==> config.mk <==
export PLATFORM = sky130hd
export DESIGN_NAME = ersps_shift
export DESIGN_NICKNAME = d
export VERILOG_FILES = /design/src/rtl/ersps_pkg.sv /design/src/rtl/ersps_shift.sv
export SDC_FILE = /design/constraint.sdc
export NUM_CORES = 1
export LEC_CHECK = 0
export CAP_MARGIN = 10
export CORE_ASPECT_RATIO = 1.75
export CORE_UTILIZATION = 40
export DETAILED_ROUTE_END_ITERATION = 7
export DONT_BUFFER_PORTS = 1
export PLACE_DENSITY = 0.63
export SYNTH_ARGS = -nofsm -noshare
export SYNTH_HDL_FRONTEND = slang
export SYNTH_SLANG_ARGS = --single-unit
==> constraint.sdc <==
create_clock -name clk_i -period 15.4 [get_ports clk_i]
set_clock_uncertainty 0.05 [all_clocks]
set_input_delay 1.54 -clock clk_i [delete_from_list [all_inputs] [get_ports clk_i]]
set_output_delay 1.54 -clock clk_i [all_outputs]
set_load 0.005 [all_outputs]
==> src/rtl/ersps_pkg.sv <==
// shared constants, payload types and codes of the sub-pixel row shifter
package ersps_pkg;

  // row store geometry and pixel format
  localparam int MaxWidth   = 4096;
  localparam int PixelBits  = 16;
  localparam int ColBits    = $clog2(MaxWidth);
  localparam int WidthBits  = ColBits + 1;
  localparam int LaneCount  = 3;

  // shift arithmetic: blend weights are scaled to 1024, the shift is q10,
  // so the fraction bits of the shift serve directly as the weight
  localparam int FracBits   = 10;
  localparam int WeightBits = 10;
  localparam int WeightOne  = 1 << WeightBits;

  // register and field widths
  localparam int StepBits   = 21;
  localparam int CountBits  = 11;
  localparam int ImageBits  = 10;
  localparam int DiffBits   = ImageBits + 1;
  localparam int ShiftBits  = StepBits + DiffBits;
  localparam int PosBits    = WidthBits + 2;
  localparam int CfgIdxBits = 2;

  typedef enum logic {
    ActLoad = 1'b0,
    ActRead = 1'b1
  } action_e;

  typedef enum logic [CfgIdxBits-1:0] {
    RegShiftStep  = 2'd0,
    RegImageCount = 2'd1,
    RegRowWidth   = 2'd2
  } cfg_reg_e;

  typedef struct packed {
    action_e                action;
    logic [ImageBits-1:0]   image_index;
    logic [ColBits-1:0]     pixel_index;
    logic [PixelBits-1:0]   in_red;
    logic [PixelBits-1:0]   in_green;
    logic [PixelBits-1:0]   in_blue;
  } item_t;

  typedef struct packed {
    logic [PixelBits-1:0] out_red;
    logic [PixelBits-1:0] out_green;
    logic [PixelBits-1:0] out_blue;
    logic                 covered;
  } result_t;

  typedef struct packed {
    logic [CfgIdxBits-1:0] index;
    logic [StepBits-1:0]   value;
  } cfg_t;

  // item after the input register
  typedef struct packed {
    action_e                            act;
    logic [ColBits-1:0]                 col;
    logic [LaneCount-1:0][PixelBits-1:0] pix;
    logic signed [DiffBits-1:0]         diff;
  } stage1_t;

  // row store access shared by all lanes
  typedef struct packed {
    logic               wr_en;
    logic [ColBits-1:0] wr_addr;
    logic               rd_en;
    logic [ColBits-1:0] rd_a;
    logic [ColBits-1:0] rd_b;
  } lane_req_t;

endpackage

==> src/rtl/ersps_shift.sv <==
// shift multiply and span/address stage, drives the row store of every lane

module ersps_shift import ersps_pkg::*; (
  input  logic                                clk_i,
  input  logic                                rst_ni,
  input  logic                                adv_i,
  input  logic                                v1_i,
  input  stage1_t                             s1_i,
  input  logic signed [StepBits-1:0]          step_i,
  input  logic [WidthBits-1:0]                width_i,
  output lane_req_t                           req_o,
  output logic [LaneCount-1:0][PixelBits-1:0] wr_pix_o,
  output logic                                v3_o,
  output logic                                cov_o,
  output logic [WeightBits-1:0]               f1_o
);

  logic                                v2_q;
  logic signed [ShiftBits-1:0]         d_q;
  logic signed [ShiftBits-1:0]         d_d;
  action_e                             act2_q;
  logic [ColBits-1:0]                  col2_q;
  logic [LaneCount-1:0][PixelBits-1:0] pix2_q;

  logic                                v3_q;
  logic                                cov_q;
  logic [WeightBits-1:0]               f1_q;

  logic [ShiftBits-1:0]                mag;
  logic                                in_range;
  logic signed [PosBits-1:0]           off;
  logic signed [PosBits-1:0]           wv;
  logic signed [PosBits-1:0]           col_s;
  logic signed [PosBits-1:0]           lo;
  logic signed [PosBits-1:0]           hi;
  logic signed [PosBits-1:0]           ca;
  logic signed [PosBits-1:0]           cb;
  logic signed [PosBits-1:0]           ca_c;
  logic signed [PosBits-1:0]           cb_c;
  logic                                cov_d;

  function automatic logic signed [PosBits-1:0] clamp_pos(
    input logic signed [PosBits-1:0] v,
    input logic signed [PosBits-1:0] lo_v,
    input logic signed [PosBits-1:0] hi_v
  );
    logic signed [PosBits-1:0] r;
    r = v;
    if (v < lo_v) r = lo_v;
    if (v > hi_v) r = hi_v;
    return r;
  endfunction

  // shift for this image: step times distance from the center image
  assign d_d = ShiftBits'(step_i) * ShiftBits'(s1_i.diff);

  always_ff @(posedge clk_i or negedge rst_ni) begin
    if (!rst_ni) begin
      v2_q <= 1'b0;
    end else if (adv_i) begin
      v2_q <= v1_i;
    end
  end

  always_ff @(posedge clk_i) begin
    if (adv_i) begin
      d_q    <= d_d;
      act2_q <= s1_i.act;
      col2_q <= s1_i.col;
      pix2_q <= s1_i.pix;
    end
  end

  // span check and neighbor columns; off is only meaningful when in range
  always_comb begin
    mag      = d_q[ShiftBits-1] ? ShiftBits'(-d_q) : ShiftBits'(d_q);
    in_range = mag < {{(ShiftBits-WidthBits-FracBits){1'b0}}, width_i, {FracBits{1'b0}}};
    off      = signed'(d_q[FracBits +: PosBits]);
    wv       = signed'({2'b00, width_i});
    col_s    = signed'({{(PosBits-ColBits){1'b0}}, col2_q});
    lo       = clamp_pos(off, PosBits'(1), wv - PosBits'(1));
    hi       = clamp_pos(wv + off, PosBits'(1), wv - PosBits'(1));
    ca       = col_s - off;
    cb       = ca + PosBits'(1);
    ca_c     = clamp_pos(ca, '0, wv - PosBits'(1));
    cb_c     = clamp_pos(cb, '0, wv - PosBits'(1));
    cov_d    = v2_q && (act2_q == ActRead) && in_range && (col_s >= lo) && (col_s < hi);
  end

  // row store access: loads write in the same stage where reads happen,
  // so the order of transactions is kept
  always_comb begin
    req_o.wr_en   = adv_i && v2_q && (act2_q == ActLoad);
    req_o.wr_addr = col2_q;
    req_o.rd_en   = adv_i;
    req_o.rd_a    = ca_c[ColBits-1:0];
    req_o.rd_b    = cb_c[ColBits-1:0];
  end

  assign wr_pix_o = pix2_q;

  always_ff @(posedge clk_i or negedge rst_ni) begin
    if (!rst_ni) begin
      v3_q  <= 1'b0;
      cov_q <= 1'b0;
    end else if (adv_i) begin
      v3_q  <= v2_q;
      cov_q <= cov_d;
    end
  end

  always_ff @(posedge clk_i) begin
    if (adv_i) begin
      f1_q <= d_q[WeightBits-1:0];
    end
  end

  assign v3_o  = v3_q;
  assign cov_o = cov_q;
  assign f1_o  = f1_q;

endmodule

* Word level (Yosys, flattened, before mapping)
Cells that the tools add are included.
** Word-level totals
- Word-level logic and storage cells :: 43
- Output and inout port bits :: 98
- Flip-flop bits (word level) :: 106
** Operators by class
- Mux-type cells :: 9
- $add $sub $neg :: 5
- Bitwise gates (word level) :: 1
- Order comparisons :: 11
- Reduce and logical (&&, ||, !) cells :: 6
- $mul :: 1
** Operators with widths (number)
- $gt 15x14->1 :: 4
- $mux 15 :: 4
- $mux 12 :: 4
- $lt 32x23->1 :: 1
- $mul 21x11->32 :: 1
- $mux 32 :: 1
- $neg 32->32 :: 1
- $lt 15x1->1 const B :: 2
- $lt 15x2->1 const B :: 2
- $add 14x15->15 :: 1
- $add 15x2->15 const B :: 1
- $ge 13x15->1 :: 1
- $lt 13x15->1 :: 1
- $sub 13x15->15 :: 1
- $sub 13x1->14 const B :: 1
- $logic_and 1x1->1 :: 6
- $not 1->1 :: 1

* Logic depth before layout (Yosys ltp)
- Depth after elaboration :: 6
- Depth in mapped cells :: 29

* Worst setup path before layout
No wires, ideal clock.
- Path type :: input -> register
- From :: input s1_i[4] (netlist bit)
- To :: register d_q[30], data pin
- Stages on the path :: 22
- Slack :: 8.471 ns
- Path buffers :: 1
- Arrival :: 6.617 ns
- Data required time :: 15.088 ns
- Library setup time :: 0.262 ns
- Path through :: clkbuf_1 > nand2_1 > fa_1 > inv_1 > ha_1 > fa_1 > inv_1 > fa_1 > fa_1 > inv_1 > ha_1 > nor2b_1 > o21ai_0 > a21boi_0 > o41ai_1 > o21ai_0 > a211o_1 > a21oi_1 > a21oi_1 > a21oi_1 > o21bai_1 > xor2_1
** On the way
- Word-level cells in the longest chain between the ends :: 1
** Ends and longest elaborated chain
- start: declaration :: line ersps_shift.sv:8 : input stage1_t s1_i,
- $mul 21x11->32 :: line ersps_shift.sv:55 : assign d_d = ShiftBits'(step_i) * ShiftBits'(s1_i.diff);
- named net d_d[30] :: line ersps_shift.sv:20 : logic signed [ShiftBits-1:0] d_d;
- end signal: assignment :: line ersps_shift.sv:67 : d_q <= d_d;
- end: declaration :: line ersps_shift.sv:19 : logic signed [ShiftBits-1:0] d_q;
The timed path passes the listed nets, and every way through them passes these cells.
A chain may end at the register's enable or synchronous reset.

==> run summary <==
The tools report the total non-filler cell area in the finished layout as 17300 µm². During placement, the flow inserted port buffers numbering 0. The first global-routing pass estimated 70000 µm of wire. The fraction of the cycle the final worst path needs is 0.548, and the detailed-route wire length per cell is 19.5 µm. Counting the fill cells in the layout gives 4033. The run gives 42300 µm² as the die area. The net switching share of the total power works out to 0.504.

Classification of the worst-slack hold path: reg2reg. By instance count, the cell type seen most on the critical path is inv_1. For the fraction of power consumed by sequential logic, the log shows 0.143.

The starting utilization of the core area is 0.406, and the data required time at the worst endpoint is 13.81 ns. The post-placement cell area was 17000 µm²; the number of enable flip-flop cells after synthesis was 103. For the post-synth net total, the log shows 2251. By area the synthesized netlist is led by fa_1, edfxtp_1, ha_1, inv_1, and2_1. No sink is reached through more buffers than the 2 on the longest clock path. Dividing the synthesized area by the synthesized cell count gives 9.42 µm². The total iterations of the first detailed-routing run was 5; the post-CTS setup repair buffer count was 0. TritonCTS built the clock tree. The worst setup path is launched from a flop. The count of yosys warnings during synthesis is 0, and the cell count after synthesis is 1758. The tools report the final number of hold-violating endpoints as 0.

The tools report the arrival time at the worst endpoint as 6.85 ns. The synthesized design spends more area on one cell type than any other, namely fa_1. The shortest period the worst path allows came out at 8.44 ns. The clock share of power came out at 0.055. The floorplan step set the die height to 271 µm.

The fraction of synthesized cell area taken by the top area cell type works out to 0.253. Setup repair after global routing left no endpoint under its margin. The fraction of layout instances using a drive strength above 1 works out to 0.0308. The run gives 0 as the number of buffers inserted by hold repair at cts.

Clock-pin slew was measured on the worst setup and hold paths at 0.08 ns. The tools report the post-route setup TNS as 0 ns. The run gives 0.00772 µW as the leakage power of the design. The run gives 13600 as the number of global-route vias before repair. The global routing stage identified its most utilized layer as met2. The internal power was 2050 µW.

The run gives 208 as the number of primary I/O pins. Summing every instance area after synthesis gives 16600 µm². Setup violations remaining at the end of the flow were counted as 0. The logs give 1 for the initial antenna violation count and 0.131 for the headroom to the max-slew limit. The total number of vias was 12400. The area growth from synthesis to layout came out at 4.63%. Family with the most delay on the worst path: simple AND/OR/NAND/NOR gates. The run finished with clean final reports.

After detailed routing, the number of vias per cell comes to 5.48. Utilization after layout: 0.424. Share of the yosys chip area belonging to registers: 0.191. The final layout net count is 2206. The tools report the global-route usage over all layers as 0.215. The largest stage delay on the critical path came out at 0.83 ns. After the first detailed-routing iteration, the DRC count stood at 597. The critical path in this run is classified as reg2out. After global routing the overflow that remains totals 0. The overall die width came out at 156 µm. The number of antenna-violating nets in the routed design was 0. Entering global routing, the biggest net connects 109 pins.

The total power divided by cell area is 238 nW/µm². Clock tree root driver cell: clkbuf_16. Type of element capturing the critical path: an output port. The share of synthesized flip-flops with an asynchronous set or reset works out to 0.0283. For this run, the top clock speed supported by timing is 119 MHz. The run gives 40800 µm² as the total core area. The predominant post-synthesis flop cell was edfxtp_1.

After clock tree synthesis, the repair step resized 0 gates. Counting flops and latches in the post-synthesis netlist gives 106. The portion of total power attributed to combinational logic was 0.802; the global-route track usage on met3 was 0.0305.

The H-tree was split into 3 levels. In this run the worst path has a maximum fanout of 12. Met2 usage: 0.417. The run gives 0 as the final number of max-transition violations. The slew of the pin with the lowest slew margin was 1.29 ns; the final wirelength was 44200 µm. Traced cell by cell, the critical path runs through inv_1 > ha_1 > inv_1 > fa_1 > a21o_1 > a211o_1 > a21oi_1 > xnor2_1 > inv_1 > nor4_1 > and4b_1 > nand3_1 > xnor2_1 > inv_1 > ha_1 > and3_1 > nand3_1 > a211oi_1 > a21o_1 > nand3_1 > mux2i_1. The run gives 98 as the placement row count. The logs give 0 for the remaining design rule violation count and 2080 µW for the net switching power of the design.

The global placement routability congestion was 0.934; the max-cap violation count was 0. The number of buffers and inverters on the critical path is 4. After legalization and detailed placement, the total HPWL measured 37200 µm.

The logs give 106 for the clock sink count and 9 for the total clock buffers created by CTS. The number of antenna diodes in the final layout is 0. The worst supply voltage drop on vdd was 0.0969 mV. The number of unique standard cell types used by synthesis is 80, and the insertion delay of the later-clocked pin in the worst-skew pair is 0.36 ns.

Cell with the largest stage delay on the worst path: xnor2_1. Global-route met1 utilization: 0.210.
==> per-layer routing <==
layer / wire length, µm / vias to the layer above
met4: 2540 / 2
li1: - / 5735
met1: 15600 / 6270
met5: 13 / -
met3: 1710 / 124
met2: 24300 / 290
==> cell usage after synthesis (7+ instances only) <==
library cell and count:
nor4_1 13, a211oi_1 12, or2_2 8, and3_1 7, o21a_1 13, edfxtp_1 103
nand4_1 15, fa_1 209, or4_1 7, nand2_1 159, o22ai_1 13, or3_1 9
o21ai_0 51, xnor2_1 81, and2_1 121, mux2i_1 14, a21o_1 25, o21bai_1 7
nor3_1 22, a31oi_1 23, clkbuf_1 58, inv_1 278, nor2_1 83, nor2b_1 15
xor2_1 20, nand2b_1 20, ha_1 174, nand3_1 22, o211ai_1 8, a21oi_1 63
==> power by group through the flow <==
stage                     Sequential (µW)  Combinational, µW  Clock [µW]
after global placement                596               3240           0
after detailed placement              598               3310           0
after global routing                  600               3750         246
after CTS                             591               3330         240
final                                 590               3310         229
after floorplan                       544               2680           0
==> flip-flops by register name, indices dropped and copies added, names as in the netlist <==
signal    cells
wr_pix_o     48
d_q          32
col2_q       12
f1_o         10
act2_q        1
cov_o         1
v2_q          1
v3_o          1
==> layout make-up <==
| cell class | instances | area (µm²) | area share |
|---|---|---|---|
| clock buffers | 10 | 229 | 0.0132 |
| clock inverters | 6 | 56.3 | 0.00325 |
| inverters | 281 | 1050 | 0.0609 |
| multi-input cells | 1309 | 12100 | 0.698 |
| flip-flops and latches | 106 | 3170 | 0.183 |
| well taps | 550 | 688 | 0.0397 |
| repair buffers | 6 | 45.0 | 0.00260 |
==> worst reg2reg max path: stages (launching register included) <==
cell and delay (ns):
edfxtp_1 0.54, ha_1 0.30, fa_1 0.44, a211oi_1 0.42, o21ai_1 0.12, or3b_1 0.23
a31oi_1 0.18, a21oi_1 0.19, nand2b_1 0.13, xnor2_1 0.11, ha_1 0.37, nand4_4 0.14
o41ai_4 0.45, a21o_1 0.25, or2_4 0.28, nor2_1 0.06, a31oi_1 0.17, ha_1 0.27
a21o_1 0.18, a21o_1 0.16, a21oi_1 0.19, o211ai_1 0.14, nor2_1 0.17, o21ai_0 0.13
o31a_1 0.12, o21ai_0 0.07, a21oi_1 0.12, o32ai_1 0.23
==> cell usage in the layout, fill, tap and decap left out, drive strengths merged, types with 15 or more instances in the layout <==
cell and n:
ha 174, nor2 83, nor3 25, xnor2 84, and2 121, a21o 25
edfxtp 103, nor2b 15, o21ai 57, xor2 20, nand2 160, fa 209
inv 284, a21oi 63, nand3 22, a31oi 23, nand2b 20, nand4 16
==> path summary, 6_finish.rpt <==
check                           slack, ns  depth (start not counted)       from        to
worst max-delay path                 6.96                         21  col2_q[0]  req_o[0]
worst min-delay path                 0.41                          0     d_q[7]   f1_o[7]
worst max register to register       9.07                         27    d_q[10]     cov_o
worst min register to register       0.41                          0     d_q[7]   f1_o[7]
max in group asynchronous           14.41                          0     rst_ni     cov_o
min in group asynchronous            0.82                          0     rst_ni      v2_q
==> logic make-up after synthesis <==
| group | Yosys count | share of synthesized area |
|---|---|---|
| AND/OR/NAND/NOR | 530 | 0.167 |
| adder cells (fa/ha/maj) | 389 | 0.388 |
| buffers and inverters | 343 | 0.0789 |
| AO/OA/AOI/OAI | 268 | 0.106 |
| flip-flops | 106 | 0.191 |
| XOR/XNOR | 105 | 0.0592 |
| multiplexers | 17 | 0.0105 |
==> per-stage QoR <==
| step | power (µW) | instances | worst slack, ns | hold WS [ns] |
|---|---|---|---|---|
| detailed placement | 3910 | 2252 | 7.26 | 0.386 |
| finish | 4130 | 2268 | 6.96 | 0.407 |
| global placement | 3840 | 2252 | 7.45 | 0.387 |
| global route | 4600 | 2268 | 6.50 | 0.414 |
| CTS | 4160 | 2268 | 6.99 | 0.405 |
| floorplan | 3220 | 1758 | 8.47 | 0.377 |
No activity file was read; power rests on OpenSTA's default activity.
